<file path="src/hdl/tqfs_ram.sv">
`timescale 1ns / 1ps
// Generic simple dual-port RAM: one write port, one read port, registered read.
// No dependencies.
module tqfs_ram #(
    parameter int WIDTH  = 8,
    parameter int DEPTH  = 16,
    parameter int ADDR_W = (DEPTH > 1) ? $clog2(DEPTH) : 1
) (
    input  logic              clk,
    input  logic              we,
    input  logic [ADDR_W-1:0] waddr,
    input  logic [WIDTH-1:0]  wdata,
    input  logic [ADDR_W-1:0] raddr,
    output logic [WIDTH-1:0]  rdata
);

    logic [WIDTH-1:0] mem_reg [DEPTH];
    logic [WIDTH-1:0] rdata_reg;

    // Write and registered read
    always_ff @(posedge clk)
    begin
        if (we)
        begin
            mem_reg[waddr] <= wdata;
        end
        rdata_reg <= mem_reg[raddr];
    end

    assign rdata = rdata_reg;

endmodule

</file>
<file path="config.mk">
export PLATFORM = sky130hd
export DESIGN_NAME = tqfs_ram
export DESIGN_NICKNAME = d
export VERILOG_FILES = /design/src/hdl/tqfs_ram.sv
export SDC_FILE = /design/constraint.sdc
export NUM_CORES = 1
export LEC_CHECK = 0
export BUFFER_PORTS_ARGS = -buffer_cell sky130_fd_sc_hd__buf_2
export CORE_ASPECT_RATIO = 1.4
export CORE_MARGIN = 5
export CORE_UTILIZATION = 54
export CTS_CLUSTER_DIAMETER = 50
export DETAILED_ROUTE_END_ITERATION = 10
export PLACE_DENSITY_LB_ADDON = 0.08
export SYNTH_ARGS = -nofsm -noshare
export SYNTH_HDL_FRONTEND = slang
export SYNTH_SLANG_ARGS = --single-unit
</file>
<file path="constraint.sdc">
create_clock -name clk -period 1.95 [get_ports clk]
set_input_delay 0.39 -clock clk [delete_from_list [all_inputs] [get_ports clk]]
set_output_delay 0.39 -clock clk [all_outputs]
set_load 0.005 [all_outputs]
</file>
# Word-level counts from Yosys, hierarchy flattened
# Memories as Yosys holds them, arrays and structs flattened. A register that Yosys moved wholly into a read port is not among the register bits.
# Index checks and enable logic that the tools add are counted.
# word_totals
ff_bits	0
ramBits	128
input_bits	18
output_inout_bits	8
word_cells	3
mem_count	1
# mem_list
memory	depth	word_bits	rd	rd_ports_with_merged_regs	wr	line	text
mem_reg	16	8	1	1	1	17	logic [WIDTH-1:0] mem_reg [DEPTH];
# op_classes
mux	2
# op_table
operator	n
$mux 1	2

# Longest topological paths before layout
# logic_depth
word_depth	2
mapped_depth	5
depth_no_buf	3

# Worst setup path before layout
# No wires, ideal clock.
# synth_path
kind	input port to flip-flop
start	input waddr[2]
end	memory mem_reg[0][0], enable pin
setup_ns	0.383
arrival_ns	1.500
required_time_ns	1.567
slack_ns	0.067
stages	2
path_buffers	0
path_cell_list	or3b_2 > nor3_1
# synth_rtl
item	line	text
start: declaration	11	input logic [ADDR_W-1:0] waddr,
end: declaration	17	
# No word-level cell before the write port.

==> flow_summary.yaml <==
status:
  status: "complete, no violations"
setup_path:
  critPathMaxFanout: 19
  worstPathArrival_ns: 1.66
  r2r_start: "mem_reg[2][5]$_DFFE_PP_"
  crit_path_max_incr_delay_ns: 0.56
  startpoint_type: "input pin"
  end_kind: "register"
  rr_endpoint: "rdata[5]$_DFF_P_"
  cp_slowest_cell: "mux4_1"
  r2r_slack_ns: 0.61
  cp_top_family: "multiplexers"
  worstPathRequired_ns: 2.25
  critPathKind: "input pin to register"
  worst-r2r-cell-count: 3
  crit_chain: "buf_2 -> buf_12 -> mux4_1 -> a22oi_1 -> nand2_1"
  cp_num_buf_inv: 2
floorplan:
  die-area_um2: 11600
  start_util_pct: 54.7
  rows: 42
  die_x_um: 92.5
  ios: 26
  core_um2: 9410
  die_h_um: 126
placed_design:
  port_buffers: 25
  routabilityCongestion: 0.745
  hpwl_um: 6270
finish:
  final_nets: 303
  largest_register_ffs: 128
  syn2layout_area_growth_pct: 20.2
  antenna_cells: 0
  multi_input_area_um2: 1060
  drive_gt1_share_pct: 32.9
  mostFrequentLayoutCell: "edfxtp_1"
  regArea_um2: 4000
  nFillCells: 622
  finish.utilization_pct: 65.8
  most-common-layout-cells: "edfxtp_1 (128), buf_2 (25), buf_4 (19)"
hold_path:
  worstHoldEndpoint: "mem_reg[7][3]$_DFFE_PP_"
  min_delay_path_depth: 1
  worstHoldStart: "wdata[3]"
  hp-class: "input pin to register"
routing:
  ant_nets: 0
  num_vias: 2433
  wirelength_um: 9650
  via_per_inst: 5.96
  wl_per_cell_um: 23.7
  drt_first_pass_iters: 5
  drtIter0Drc: 160
  drc_errors: 0
sta:
  fin_skew_ns: 0.00819
  finalHoldViolCount: 0
  finalSetupTns_ns: 0
  period_needed_ns: 1.36
  timing.hold.ws_ns: 0.359
  slew_headroom_pct: 72.8
  final_max_slew_viol_count: 0
  max_freq_ghz: 0.735
  period_share_pct: 69.8
  setup_violations: 0
  worst_slew_pin_slew_ns: 0.408
  rsz0062_at_grt: "no"
yosys:
  synth_edf_count: 128
  synthesis.nets: 247
  yosys_register_bits: 136
  syn_inst: 229
  yosysUniqueCellTypes: 19
  synth_warnings: 0
  synth_area_per_cell_um2: 22.5
  synthFlopType: "edfxtp_1"
  async_flop_share_pct: 0
  synth.cell_area_um2: 5150
  seq_area_frac_synth_pct: 77.8
clock_tree:
  clock_sinks: 136
  clk_latency_ns: 0.41
  cts.clk_slew.worst_paths_ns: 0.06
  hold_buffers: 0
  cts_resized: 0
  cts_made_buffers: 17
  cts_setup_buffers: 0
  ctsLongestPathBuffers: 2
  cts_tree: "yes"
  cts_max_level: 4
  cts-root-buf: "clkbuf_16"
global_routing:
  antenna_found_initial: 0
  grt_pass1_vias: 2694
  grt_max_degree: 33
  grt_pass1_wl_um: 15400
  grt_remaining_overflow: 0
  track_usage_pct: 18.6
power:
  power.leakage_nw: 2.14
  peakVddDrop_v: 0.000919
  powerDensity_nw_per_um2: 1140
run:
  timing.max_cap.violations: 0
-- kinds of logic (layout without fill, tap and decap cells) --
| family | Yosys count | count (layout) | share of synthesized area [%] |
|---|---|---|---|
| AOI/OAI and AO/OA | 16 | 16 | 2.33 |
| DFF | 136 | 136 | 77.8 |
| muxes | 32 | 32 | 15.0 |
| and+or+nand+nor | 35 | 35 | 3.18 |
| buffers and inverters | 10 | 79 | 1.68 |
-- synth_stat cells, drive strengths merged (2+ instances only) --
master,instances,area (µm²)
nor2,13,48.8
a22oi,16,120
clkdlybuf4s25,3,30.0
mux4,32,773
nor3,4,20.0
dfxtp,8,160
nand3b,2,15.0
buf,7,56.3
nand2b,2,12.5
nand2,9,33.8
edfxtp,128,3840
-- how the worst max path moves through the flow --
stage	end	slack (ns)	from	cells past startpoint
2_1_floorplan	mem_reg[0][0]$_DFFE_PP_	0.07	waddr[2]	2
3_5_place_dp	rdata[1]$_DFF_P_	0.16	raddr[0]	5
3_3_place_gp	rdata[5]$_DFF_P_	0.16	raddr[0]	5
5_1_grt	rdata[2]$_DFF_P_	0.51	raddr[0]	5
4_1_cts	rdata[1]$_DFF_P_	0.60	raddr[0]	5
6_report	rdata[2]$_DFF_P_	0.59	raddr[0]	5
-- worst register-to-register path: cells and delay by family (launching register included) --
kind            cells  cell delay [ns]
mux                 1             0.50
flops               1             0.37
simple gates        1             0.08
compound gates      1             0.28
-- layout make-up --
type	instances	share of cell area, %
clock inverter	12	3.17
tap	110	2.22
multi-input combinational	83	17.1
clock buffer	20	7.54
sequential	136	64.7
timing repair buffer	47	5.30
-- layer usage --
layer / global-route usage [%] / vias to the layer above / wire [µm]
met4: 5.60 / 0 / 91
li1: - / 1086 / -
met3: 5.89 / 9 / 380
met5: 0 / - / 0
met2: 31.6 / 62 / 5280
met1: 22.8 / 1276 / 3910
-- where the power goes --
group	total, W	switching (W)	internal, W
sequential	0.00329	0.0000186	0.00327
combinational	0.000302	0.000165	0.000137
clock	0.00350	0.00113	0.00236
-- metrics by stage --
step	setup slack (ns)	instances	instance area, µm²	power, W
6_report	0.589	408	6190	0.00709
2_1_floorplan	0.0671	229	5150	0.00351
3_3_place_gp	0.162	376	5530	0.00365
3_5_place_dp	0.156	376	5530	0.00366
4_1_cts	0.595	408	6190	0.00714
5_1_grt	0.512	408	6190	0.00732
(Power assumes the default switching activity.)
