--- src/hdl/tqfs_pkg.sv ---
`timescale 1ns / 1ps
// Shared types, codes and helpers for the tenant quota / fair-share table.
// No dependencies; imported by tqfs_div and tenant_quota_fair_share_table.
package tqfs_pkg;

    // Field widths
    localparam int ACT_W     = 4;
    localparam int ID_W      = 16;
    localparam int RES_W     = 3;
    localparam int DATA_W    = 32;
    localparam int WT_IN_W   = 16;
    localparam int WT_W      = 7;
    localparam int STAT_W    = 2;
    localparam int CNT_OUT_W = 5;
    // current * 100 fits in 32 + 7 bits
    localparam int SCORE_W   = DATA_W + WT_W;

    // Request codes
    localparam logic [ACT_W-1:0] ACT_CREATE  = 4'd0;
    localparam logic [ACT_W-1:0] ACT_DESTROY = 4'd1;
    localparam logic [ACT_W-1:0] ACT_SET_LIM = 4'd2;
    localparam logic [ACT_W-1:0] ACT_SET_ACT = 4'd3;
    localparam logic [ACT_W-1:0] ACT_SET_WT  = 4'd4;
    localparam logic [ACT_W-1:0] ACT_CHECK   = 4'd5;
    localparam logic [ACT_W-1:0] ACT_ACCOUNT = 4'd6;
    localparam logic [ACT_W-1:0] ACT_RELEASE = 4'd7;
    localparam logic [ACT_W-1:0] ACT_SELECT  = 4'd8;
    localparam logic [ACT_W-1:0] ACT_QUERY   = 4'd9;

    // Status codes
    localparam logic [STAT_W-1:0] ST_OK   = 2'd0;
    localparam logic [STAT_W-1:0] ST_BAD  = 2'd1;
    localparam logic [STAT_W-1:0] ST_FULL = 2'd2;

    localparam logic [WT_W-1:0]   WEIGHT_MAX = 7'd100;
    localparam logic [DATA_W-1:0] SAT32      = 32'hFFFF_FFFF;
    localparam logic [ID_W-1:0]   ID_FIRST   = 16'd1;
    localparam logic [ID_W-1:0]   ID_LAST    = 16'hFFFF;

    // Per-slot memory word
    typedef struct packed {
        logic              active;
        logic [ID_W-1:0]   id;
        logic [WT_W-1:0]   weight;
        logic [DATA_W-1:0] denials;
    } slot_word_t;

    // Per-slot, per-resource memory word
    typedef struct packed {
        logic [DATA_W-1:0] limit;
        logic [DATA_W-1:0] current;
        logic [DATA_W-1:0] peak;
        logic [DATA_W-1:0] total;
    } res_word_t;

    // Weight clamp to 1..100
    function automatic logic [WT_W-1:0] clamp_weight(input logic [WT_IN_W-1:0] w);
        logic [WT_W-1:0] r;
        if (w == '0)
            r = WT_W'(1);
        else if (w > WT_IN_W'(WEIGHT_MAX))
            r = WEIGHT_MAX;
        else
            r = w[WT_W-1:0];
        return r;
    endfunction

endpackage

--- src/hdl/tqfs_div.sv ---
`timescale 1ns / 1ps
// Restoring divider, one quotient bit per cycle, for fair-share scores.
// Depends on tqfs_pkg.
module tqfs_div (
    input  logic                          clk,
    input  logic                          rst_n,
    input  logic                          start,
    input  logic [tqfs_pkg::SCORE_W-1:0]  dividend,
    input  logic [tqfs_pkg::WT_W-1:0]     divisor,
    output logic                          done,
    output logic [tqfs_pkg::SCORE_W-1:0]  quotient
);
    import tqfs_pkg::*;

    localparam int STEP_W = $clog2(SCORE_W + 1);
    localparam logic [STEP_W-1:0] LAST_STEP = STEP_W'(SCORE_W - 1);

    logic [SCORE_W-1:0] quo_reg, quo_next;
    logic [WT_W-1:0]    rem_reg, rem_next;
    logic [WT_W-1:0]    dvs_reg, dvs_next;
    logic [STEP_W-1:0]  step_reg, step_next;
    logic               busy_reg, busy_next;
    logic               done_reg, done_next;
    logic [WT_W:0]      trial;
    logic [WT_W:0]      diff;
    logic               ge;

    // One restoring step
    assign trial = {rem_reg, quo_reg[SCORE_W-1]};
    assign ge    = trial >= {1'b0, dvs_reg};
    assign diff  = trial - {1'b0, dvs_reg};

    always_comb
    begin
        quo_next  = quo_reg;
        rem_next  = rem_reg;
        dvs_next  = dvs_reg;
        step_next = step_reg;
        busy_next = busy_reg;
        done_next = 1'b0;
        if (start)
        begin
            quo_next  = dividend;
            rem_next  = '0;
            dvs_next  = divisor;
            step_next = '0;
            busy_next = 1'b1;
        end
        else if (busy_reg)
        begin
            rem_next = ge ? diff[WT_W-1:0] : trial[WT_W-1:0];
            quo_next = {quo_reg[SCORE_W-2:0], ge};
            if (step_reg == LAST_STEP)
            begin
                busy_next = 1'b0;
                done_next = 1'b1;
            end
            else
            begin
                step_next = step_reg + STEP_W'(1);
            end
        end
    end

    always_ff @(posedge clk or negedge rst_n)
    begin
        if (!rst_n)
        begin
            busy_reg <= 1'b0;
            done_reg <= 1'b0;
            step_reg <= '0;
        end
        else
        begin
            busy_reg <= busy_next;
            done_reg <= done_next;
            step_reg <= step_next;
        end
    end

    always_ff @(posedge clk)
    begin
        quo_reg <= quo_next;
        rem_reg <= rem_next;
        dvs_reg <= dvs_next;
    end

    assign done     = done_reg;
    assign quotient = quo_reg;

endmodule

--- config.mk ---
export PLATFORM = sky130hd
export DESIGN_NAME = tqfs_div
export DESIGN_NICKNAME = d
export VERILOG_FILES = /design/src/hdl/tqfs_pkg.sv /design/src/hdl/tqfs_div.sv
export SDC_FILE = /design/constraint.sdc
export NUM_CORES = 1
export LEC_CHECK = 0
export CAP_MARGIN = 20
export CORE_MARGIN = 5
export CORE_UTILIZATION = 45
export DETAILED_ROUTE_END_ITERATION = 8
export DONT_BUFFER_PORTS = 1
export PLACE_DENSITY = 0.69
export SYNTH_ARGS = -nofsm -noshare
export SYNTH_HDL_FRONTEND = slang
export SYNTH_SLANG_ARGS = --single-unit
--- constraint.sdc ---
create_clock -name clk -period 2.9 [get_ports clk]
set_input_delay 0.435 -clock clk [delete_from_list [all_inputs] [get_ports clk]]
set_output_delay 0.435 -clock clk [all_outputs]
set_load 0.01 [all_outputs]
==> Word-level counts from Yosys, hierarchy flattened <==
Index checks and enable logic that the tools add are counted.
{ "op_classes": {"add_sub_neg": 2, "magnitude_cmp": 1, "eq_ne": 2, "n_mux": 12, "n_reduce_logical": 2} }
{ "ops": {"columns": ["operator", "n"], "rows": [
  ["39-bit 2-to-1 mux", 2],
  ["6-bit 2-to-1 mux", 3],
  ["8-bit by 7-bit >= comparator with 1-bit output", 1],
  ["7-bit 2-to-1 mux", 1],
  ["7-bit subtractor", 1],
  ["6-bit by 1-bit adder with 6-bit output, second input constant", 1],
  ["6-bit equality test, second input constant", 1],
  ["1-bit 2-to-1 mux", 6],
  ["2-bit inequality test, second input constant", 1],
  ["2-bit AND reduction", 1],
  ["2-bit nonzero test", 1]
]} }
{ "word_totals": {"reg_bits": 61, "inputBits": 49, "out_inout_bits": 40, "wordCells": 25} }

==> Logic depth before layout (Yosys ltp) <==
Gate-level depths: netlist of the first run.
{ "depth": {"word_depth": 4, "mapped_depth": 9, "ltp_nobuf": 7} }

==> Worst setup path after synthesis of the first run <==
No wires, ideal clock.
{ "synth_path": {"path_kind": "register to register", "from": "register quo_reg[38] (netlist: quotient[38])", "to": "register rem_reg[2]", "setup_time_ps": 88, "t_arrival_ps": 2178, "t_required_ps": 2812, "slack_ps": 634, "stages_incl_launch_ff": 10, "n_path_buf": 2, "period_less_slack_ps": 2266, "cell_sequence": "edfxtp_1 -> inv_1 -> ha_1 -> fa_1 -> nand2b_2 -> a211o_1 -> buf_6 -> and3_1 -> buf_6 -> a311oi_2"} }
{ "synth_via": {"elab_chain_cells": 2, "word_cells_on_any_way": 3, "cone_classes": "add/sub: 1; order compare: 1; mux: 1"} }
{ "synth_lines": {"columns": ["item", "line_no", "source"], "rows": [
  ["start: declaration", "tqfs_div.sv:18", "logic [SCORE_W-1:0] quo_reg, quo_next;"],
  ["start signal: assignment", "tqfs_div.sv:83", "quo_reg <= quo_next;"],
  ["7-bit subtractor or 8-bit by 7-bit >= comparator with 1-bit output (tied branches)", "tqfs_div.sv:31, tqfs_div.sv:30", null],
  ["7-bit 2-to-1 mux (*)", "tqfs_div.sv:51", "rem_next = ge ? diff[WT_W-1:0] : trial[WT_W-1:0];"],
  ["end signal: assignment", "tqfs_div.sv:84", "rem_reg <= rem_next;"],
  ["end: declaration", "tqfs_div.sv:19", "logic [WT_W-1:0] rem_reg, rem_next;"]
]} }
Mark *: on every way between the ends. The rest lies on a longest branch, timed or not.
A chain may end at the register's enable or synchronous reset.

==> Worst setup path in the final report of the first run <==
{ "layout_path": {"from": "register quo_reg[38] (netlist: quotient[38])", "to": "register rem_reg[0]"} }
The elaborated chain is that of the path after synthesis.

==> results of run 1 <==
-- worst max-delay path by stage --
| stage | startpoint | to | slack, ns |
|---|---|---|---|
| after floorplan | quotient[38]$_DFFE_PP_ | rem_reg[2]$_SDFFE_PP0P_ | 0.63 |
| after global placement | quotient[38]$_DFFE_PP_ | rem_reg[0]$_SDFFE_PP0P_ | 0.51 |
| after detailed placement | quotient[38]$_DFFE_PP_ | rem_reg[0]$_SDFFE_PP0P_ | 0.48 |
| after CTS | quotient[38]$_DFFE_PP_ | rem_reg[0]$_SDFFE_PP0P_ | 0.45 |
| after global routing | quotient[38]$_DFFE_PP_ | rem_reg[2]$_SDFFE_PP0P_ | 0.31 |
| final | quotient[38]$_DFFE_PP_ | rem_reg[0]$_SDFFE_PP0P_ | 0.46 |
-- what timing repair did --
action | CTS | global route
setup buffers | 0 | 0
hold buffers | 1 | 0
hold endpoints to repair | 8 | 0
-- layer usage --
layer	vias up	GRT usage [%]	routed length [um]
met5	-	0	0
met4	0	6.56	86
met3	6	7.15	526
met2	66	21.6	2760
met1	887	18.8	2530
li1	892	-	-
-- cells by family after synthesis --
logic type,share of synthesized area [%]
xor gates and xnor gates,1.15
AOI/OAI and AO/OA,10.7
adders and majority gates,4.35
and+or+nand+nor,9.11
muxes,14.4
DFF,56.4
buffers and inverters,3.86
-- power breakdown --
| part | internal (mW) | switching, mW |
|---|---|---|
| combinational | 0.269 | 0.273 |
| sequential | 1.07 | 0.115 |
| clock | 0.484 | 0.338 |
| total | 1.82 | 0.726 |
-- critical path, stage by stage (launching register included) --
cell      delay (ns)
edfxtp_1        0.42
inv_1           0.09
ha_1            0.23
fa_1            0.40
nand2b_2        0.23
a211o_1         0.38
and3_1          0.33
a311oi_2        0.28
-- cells in the final DEF, fill, tap and decap left out, types with 3 or more instances in the layout --
| cell | n |
|---|---|
| a21oi_1 | 4 |
| nand2_1 | 11 |
| clkbuf_8 | 9 |
| nand3_1 | 4 |
| nor2_1 | 9 |
| or3_1 | 3 |
| dfrtp_1 | 8 |
| o21ai_0 | 5 |
| nor3_1 | 3 |
| edfxtp_1 | 46 |
| a41oi_1 | 4 |
| inv_1 | 15 |
| nor3b_1 | 6 |
| ha_1 | 9 |
| dfxtp_1 | 7 |
| mux2_2 | 38 |
-- final cells by class --
type	count	area (um2)	share of cell area, %
Clock buffer	10	128	3.81
Clock inverter	6	87.6	2.61
Inverter	15	56.3	1.68
Multi-Input combinational cell	145	1210	36.2
Sequential cell	61	1720	51.4
Tap cell	80	100	2.99
Timing Repair Buffer	4	45.0	1.34
-- per-stage QoR --
step | hold slack [ns] | total power [mW] | worst slack [ns] | utilization (%) | instances
final | 0.199 | 2.55 | 0.457 | 50.1 | 321
after global routing | 0.146 | 2.71 | 0.306 | 50.1 | 321
after CTS | 0.150 | 2.58 | 0.452 | 50.1 | 321
after detailed placement | 0.140 | 1.74 | 0.482 | 46.8 | 304
after global placement | 0.140 | 1.73 | 0.507 | 46.8 | 304
after floorplan | 0.139 | 1.65 | 0.634 | - | 233
==> impl_results.md, run 1 <==
* Crit path time final at 2.44 ns
* Die area at 8530 um2
* CTS tree: built
* CP required at 3.14 ns
* Hold path start: divisor[1]
* Cells after synthesis at 233
* Num CTS Buffers at 9
* Initial Util at 45.7%
* # resized after CTS at 0
* Reg2Reg Depth at 7
* Routed length per instance at 18.4 um
* DR pass1 iterations at 4
* Drt first-iter violations at 127
* Layout net count at 295
* GRT Overall Usage at 14.9%
* Unrepaired setup endpoints after global routing: false
* DRC at 0
* Outcome: finished clean
* Row Count at 30
* Crit-path max FO at 9
* Arr. time, crit path at 2.69 ns
* Final period utilization at 84.2%
* Worst reg2reg endpoint: rem_reg[0]$_SDFFE_PP0P_
* Area growth, synth to finish at 9.80%
* Max-cap violation count at 0
* Max reg flops at 39
* Max Clock Skew at 0.00561 ns
* CORE AREA at 6680 um2
* Final Max Tran Viols at 0
* Hold path depth at 0
* Net Count, Synth at 292
* CTS max path bufs at 2
* Final hold violation count at 0
* Share of cells above drive strength 1 at 27.0%
* Worst hold path class: in2reg
* Final setup fails at 0
* Initial antenna violation count at 0
* Pleak at 1.26 nW
* PortBufs at 0
* CTS Sinks at 61
* Seq/Total Area, Yosys at 56.4%
* Post-synth EDFFs at 46
* Routed Antenna Nets at 0
* Max VDD drop at 0.295 mV
* Clk_lat worst skew at 0.33 ns
* Synth unique cells at 55
* Synth top area share at 45.3%
* Die width at 92.3 um
* Slew headroom at 48.9%
* FF+latch count, synth at 61
* Asr flop ratio synth at 13.1%
* Mapped cell area at 3050 um2
* Max frequency at 0.409 GHz
* Synth Warn # at 0
* Placement-stage cell area at 3120 um2
* Num ports at 89
* Congestion Overflow GR at 0
* Clock slew at reported path FFs at 0.07 ns
* Detail Placement HPWL at 3.98 mm
* Synth Area per Inst at 13.1 um2
* Vias in the first global route at 1981
* R2R Setup Slk at 0.46 ns
* Routed via count at 1851
* Synth top cells by count: edfxtp_1 (46), mux2_2 (38), inv_1 (15), nand2_1 (11)
* Reg2Reg Launch Point: quotient[38]$_DFFE_PP_
* Largest net degree at the start of global routing at 71
* Fin Setup TNS at 0 ns
* Pwr Density at 760 nW/um2
* Element type at the critical path start: flip-flop
* Post-synth top flop: edfxtp_1
* H-tree depth at 3
* CP endpoint kind: flip-flop
* Vias per cell at 5.77
* Cell with the most instances after synthesis: edfxtp_1
* Routed wire length at 5.90 mm
* N_diodes at 0
* Final instance area at 3350 um2
* First-pass GRT wire length at 9.95 mm
* Top post-synthesis cells by area: edfxtp_1 (45%), mux2_2 (14%), dfrtp_1 (6.6%)
* Worst hold endpoint: dvs_reg[1]$_DFFE_PP_
* Die Y at 92.3 um
* Synth area leader: edfxtp_1
* WS Path Type: reg2reg
* Clock root buffer: clkbuf_8
* Fillers at 593
* Placer Congestion at 0.801
* Worst Tran Pin Value at 0.760 ns
Note: power is estimated with default switching activity, not from simulation.
==> inputs of run 2 (changes only) <==
Settings changed: ABC_AREA set to 1, PLACE_DENSITY 0.69 to 0.71.
Clock period 2.9 ns to 2.15 ns, I/O delays scaled along.
==> impl_results.md, run 2 <==
* Routed Antenna Nets at 0
* Seq/Total Area, Yosys at 56.7%
* Worst Tran Pin Value at 0.547 ns
* DR pass1 iterations at 4
* Total power at 3.76 mW
* Crit-path max FO at 8
* Top post-synthesis cells by area: edfxtp_1 (46%), nand2_1 (21%), dfrtp_1 (6.6%)
* Placer Congestion at 0.846
* Die Y at 92.1 um
* Max VDD drop at 0.539 mV
* Vias per cell at 4.99
* Num ports at 89
* Asr flop ratio synth at 13.1%
* Hold path start: divisor[2]
* Element type at the critical path start: flip-flop
* First-pass GRT wire length at 10.6 mm
* Synth top area share at 45.5%
* Net Sw Frac at 31.7%
* Pwr Density at 1120 nW/um2
* Worst reg2reg endpoint: quotient[0]$_DFFE_PP_
* CTS max path bufs at 2
* Synth Warn # at 0
* Synth unique cells at 31
* CTS tree: built
* CORE AREA at 6680 um2
* Final Max Tran Viols at 0
* WS Path Type: reg2reg
* Slew headroom at 63.5%
* Max Clock Skew at 0.0130 ns
* WHS at 0.0749 ns
* Initial Util at 45.4%
* Routed via count at 2142
* Detail Placement HPWL at 4.58 mm
* Reg2Reg Depth at 10
* DRC at 0
* Largest net degree at the start of global routing at 52
* Initial antenna violation count at 0
* Hold path depth at 0
* Net Sw Power at 1.19 mW
* Synth area leader: edfxtp_1
* Reg2Reg Launch Point: quotient[38]$_DFFE_PP_
* Fillers at 598
* Cells after synthesis at 339
* Worst hold endpoint: dvs_reg[2]$_DFFE_PP_
* Max frequency at 0.504 GHz
* Final instance area at 3370 um2
* Max-cap violation count at 0
* Num CTS Buffers at 9
* Fin Setup TNS at 0 ns
* Outcome: finished clean
* Clock power frac at 33.7%
* Commonest cells after routing, fill and taps aside: nand2_1 (167), edfxtp_1 (46), inv_1 (25), nand3_1 (21)
* Sequential share of power at 42.4%
* Synth Area per Inst at 8.95 um2
* Cell with the most instances after synthesis: nand2_1
* GRT Overall Usage at 16.0%
* R2R Setup Slk at 0.16 ns
* Final hold violation count at 0
* Max reg flops at 39
* Footprint of the multi-input gates at 1170 um2
* Power share of the combinational group at 23.9%
* Share of cells above drive strength 1 at 10.6%
* Synth top cells by count: nand2_1 (167), edfxtp_1 (46), inv_1 (25), nand3_1 (21), ha_1 (9)
* Internal at 2.57 mW
* CTS Sinks at 61
* CP required at 2.31 ns
* Final period utilization at 92.3%
* Drt first-iter violations at 132
* Worst hold path class: in2reg
* PortBufs at 0
* Clk_lat worst skew at 0.34 ns
* Post-synth top flop: edfxtp_1
* Arr. time, crit path at 2.15 ns
* Pleak at 1.62 nW
* Post-synth EDFFs at 46
* Critical path launch point: quotient[38]$_DFFE_PP_
* Most common library cell in the layout ignoring fill and taps: nand2_1
* CP endpoint kind: flip-flop
* Routed wire length at 6.46 mm
* FF+latch count, synth at 61
* Crit path time final at 1.99 ns
* Layout net count at 403
* Clock root buffer: clkbuf_8
* Reg area at 1720 um2
* Vias in the first global route at 2150
* N_diodes at 0
* Placement-stage cell area at 3110 um2
* Area growth, synth to finish at 11.0%
* Setup bufs post-CTS at 0
* Mapped cell area at 3040 um2
* H-tree depth at 3
* Net Count, Synth at 398
* Clock slew at reported path FFs at 0.08 ns
* Routed length per instance at 15.1 um
* Die area at 8490 um2
* Congestion Overflow GR at 0
* Row Count at 30
* Die width at 92.1 um
* Final setup fails at 0
* Unrepaired setup endpoints after global routing: false
run 2: changes by cell type in the layout (fill, tap and decap cells not counted), moves of 5 or more:
cell and delta:
mux2_2 -38, o21ai_0 -5, nor3b_1 -6, nand2_1 +156, nand3_1 +17, inv_1 +10
run 2: timing repair:
item	4_1_cts	5_1_grt
gates resized for setup	0	0
hold endpoints to repair	8	0
setup endpoints to repair	0	0
hold buffers	1	0
run 2: kinds of logic after synthesis:
family,count (synthesis),synth area share [%]
compound gates,10,2.35
xor+xnor,3,0.866
fa+ha+maj,10,4.37
buf+inv,38,4.82
flops,61,56.7
simple gates,217,30.9
run 2: how the worst max path moves through the flow:
| stage | endpoint | slack (ns) | cells past startpoint |
|---|---|---|---|
| after floorplan | rem_reg[0]$_SDFFE_PP0P_ | 0.38 | 11 |
| after global placement | rem_reg[0]$_SDFFE_PP0P_ | 0.30 | 11 |
| after detailed placement | quotient[0]$_DFFE_PP_ | 0.19 | 10 |
| after CTS | quotient[0]$_DFFE_PP_ | 0.16 | 10 |
| after global routing | quotient[0]$_DFFE_PP_ | 0.02 | 10 |
| final | quotient[0]$_DFFE_PP_ | 0.16 | 10 |
run 2: stage by stage:
stage               setup slack [ns]  std cells  util [%]
floorplan                      0.382        339         -
global placement               0.303        412      46.6
detailed placement             0.195        412      46.6
CTS                            0.156        429      50.4
global route                  0.0204        429      50.4
finish                         0.165        429      50.4
run 2: final cells by class:
class | instances | share of cell area, %
clock buffers | 9 | 3.68
flip-flops and latches | 61 | 51.1
well taps | 80 | 2.97
repair buffers | 3 | 0.743
multi-input cells | 240 | 34.7
clock inverters | 7 | 3.60
inverters | 29 | 3.23
run 2: power groups by stage:
stage               logic (mW)  clock network, mW  registers, mW
finish                   0.901               1.27           1.60
global route              1.03               1.36           1.61
CTS                      0.903               1.30           1.60
detailed placement       0.895                  0           1.62
global placement         0.870                  0           1.62
floorplan                0.759                  0           1.57
run 2: critical path, stage by stage, from the launching register on:
cell	delay, ns
edfxtp_1	0.40
inv_1	0.08
ha_1	0.23
fa_1	0.41
inv_1	0.09
nand2_1	0.06
nand2_2	0.08
nand2_2	0.06
nand2_1	0.07
nand2_2	0.12
a31oi_1	0.22
run 2: routing by layer:
| layer | vias up | track usage, % | part of all wire, % |
|---|---|---|---|
| met5 | - | 0 | 0 |
| met4 | 0 | 3.84 | 0.56 |
| met3 | 5 | 8.53 | 9.9 |
| met2 | 68 | 24.2 | 45 |
| met1 | 964 | 20.1 | 44 |
| li1 | 1105 | - | - |
==> inputs of run 3 (changes only) <==
--- a/config.mk
+++ b/config.mk
@@ -10,4 +10,5 @@
 export CORE_MARGIN = 5
 export CORE_UTILIZATION = 45
+export CTS_CLUSTER_DIAMETER = 40
 export DETAILED_ROUTE_END_ITERATION = 8
 export DONT_BUFFER_PORTS = 1
@@ -16,2 +17,3 @@
 export SYNTH_HDL_FRONTEND = slang
 export SYNTH_SLANG_ARGS = --single-unit
+export TNS_END_PERCENT = 50
==> constraint.sdc (replaced) <==
create_clock -name clk -period 2.15 [get_ports clk]
set_input_delay 0.43 -clock clk [delete_from_list [all_inputs] [get_ports clk]]
set_output_delay 0.43 -clock clk [all_outputs]
set_load 0.01 [all_outputs]
==> impl_results.md, run 3 (synthesis gave the netlist of run 2 again) <==
* Arr. time, crit path at 2.14 ns
* Congestion Overflow GR at 0
* Hold path start: divisor[4]
* Worst Tran Pin Value at 0.678 ns
* Die area at 8490 um2
* Largest net degree at the start of global routing at 52
* Max VDD drop at 0.571 mV
* Outcome: finished clean
* Die width at 92.1 um
* DRC at 0
* CP cell instances: inv_1, ha_1, fa_1, inv_1, nand2_1, nand2_2, nand3_1, nand3_4, nand2_1, nand3_1, nand2_1
* Commonest cells after routing, fill and taps aside: nand2_1 (167), edfxtp_1 (46), inv_1 (25), nand3_1 (21)
* CP endpoint kind: flip-flop
* Hold path depth at 0
* GR Util met3 at 5.99%
* H-tree depth at 3
* CP required at 2.39 ns
* Vias per cell at 5.18
* Final period utilization at 88.7%
* Pleak at 1.60 nW
* GRT Overall Usage at 16.2%
* Share of cells above drive strength 1 at 10.3%
* Worst reg2reg endpoint: rem_reg[2]$_SDFFE_PP0P_
* Most common library cell in the layout ignoring fill and taps: nand2_1
* Final core occ at 50.1%
* Worst hold endpoint: dvs_reg[4]$_DFFE_PP_
* Area growth, synth to finish at 10.4%
* # resized after CTS at 0
* Met1 Use GR at 20.0%
* Num ports at 89
* Final Max Tran Viols at 0
* Placer Congestion at 0.873
* Vias in the first global route at 2288
* Clock slew at reported path FFs at 0.07 ns
* Routed via count at 2219
* CTS max path bufs at 2
* Final instance area at 3350 um2
* Die Y at 92.1 um
* Met2 global-route usage at 25.6%
* Unrepaired setup endpoints after global routing: false
* Crit-path max FO at 7
* WS Path Type: reg2reg
* CTS Sinks at 61
* Reg area at 1720 um2
* GRT busiest layer: met2
* Layout net count at 402
* PortBufs at 0
* CORE AREA at 6680 um2
* First-pass GRT wire length at 10.8 mm
* Crit path time final at 1.91 ns
* Reg2Reg Depth at 11
* Routed Antenna Nets at 0
* Pwr Density at 1090 nW/um2
* Num CTS Buffers at 9
* Max Clock Skew at 0.0114 ns
* Max reg flops at 39
* Reg2Reg Launch Point: quotient[38]$_DFFE_PP_
* Fin Setup TNS at 0 ns
* Initial antenna violation count at 0
* Initial Util at 45.4%
* Worst path bufs/invs at 2
* Delay-heaviest family, CP: adder cells
* Worst stage delay on the critical path at 0.40 ns
* Detail Placement HPWL at 4.69 mm
* Clk_lat worst skew at 0.34 ns
* Routed wire length at 6.53 mm
* Row Count at 30
* Crit path max-delay cell type: edfxtp_1
* Max frequency at 0.525 GHz
* Element type at the critical path start: flip-flop
* Placement-stage cell area at 3120 um2
* Final worst slack at 0.244 ns
* Final hold violation count at 0
* CTS tree: built
* Most used cell, CP: nand2_1
* Slew headroom at 54.7%
* DR pass1 iterations at 4
* R2R Setup Slk at 0.24 ns
* Setup Slack @ Placement at 0.246 ns
* N_diodes at 0
* Max-cap violation count at 0
* Drt first-iter violations at 190
* Final setup fails at 0
* Worst hold path class: in2reg
* Footprint of the multi-input gates at 1170 um2
* Routed length per instance at 15.3 um
* Clock root buffer: clkbuf_8
* Fillers at 605
-- run 3: changes by cell type in the layout (fill, tap and decap cells not counted) --
| cell | previous run | this run |
|---|---|---|
| buf_4 | 2 | 0 |
| bufinv_16 | 3 | 2 |
| clkinvlp_4 | 0 | 1 |
| buf_12 | 0 | 1 |
-- run 3: worst max path at each step --
| stage | slack, ns | start | depth (start not counted) | end |
|---|---|---|---|---|
| global route | 0.09 | quotient[38]$_DFFE_PP_ | 12 | rem_reg[0]$_SDFFE_PP0P_ |
| finish | 0.24 | quotient[38]$_DFFE_PP_ | 11 | rem_reg[2]$_SDFFE_PP0P_ |
| detailed placement | 0.25 | quotient[38]$_DFFE_PP_ | 11 | rem_reg[3]$_SDFFE_PP0P_ |
| floorplan | 0.38 | quotient[38]$_DFFE_PP_ | 11 | rem_reg[0]$_SDFFE_PP0P_ |
| CTS | 0.23 | quotient[38]$_DFFE_PP_ | 10 | quotient[0]$_DFFE_PP_ |
| global placement | 0.31 | quotient[38]$_DFFE_PP_ | 11 | rem_reg[0]$_SDFFE_PP0P_ |
-- run 3: metrics by stage --
step | power [mW] | hold WS (ns) | std cells
floorplan | 2.33 | 0.134 | 339
global placement | 2.49 | 0.135 | 411
detailed placement | 2.51 | 0.135 | 411
CTS | 3.67 | 0.164 | 428
global route | 3.88 | 0.161 | 428
finish | 3.64 | 0.184 | 428
-- run 3: layer usage --
metal  vias to the layer above  routed length (um)
li1                       1099                   -
met1                      1038                2900
met2                        74                3000
met3                         8                 550
met4                         0                  91
met5                         -                   0
-- run 3: area by class of cell --
class / instances / area share (%)
Timing Repair Buffer: 2 / 0.896
Inverter: 29 / 3.25
Sequential cell: 61 / 51.4
Tap cell: 80 / 2.99
Clock inverter: 7 / 2.95
Clock buffer: 9 / 3.70
Multi-Input combinational cell: 240 / 34.8
-- run 3: repair_timing --
item / 4_1_cts / 5_1_grt
setup buffers: 0 / 0
hold buffers: 1 / 0
endpoints found under the hold margin: 8 / 0
-- run 3: power breakdown --
group | internal [mW] | switching, mW | total, mW
Combinational | 0.356 | 0.550 | 0.907
Clock | 0.658 | 0.478 | 1.14
Sequential | 1.44 | 0.160 | 1.60
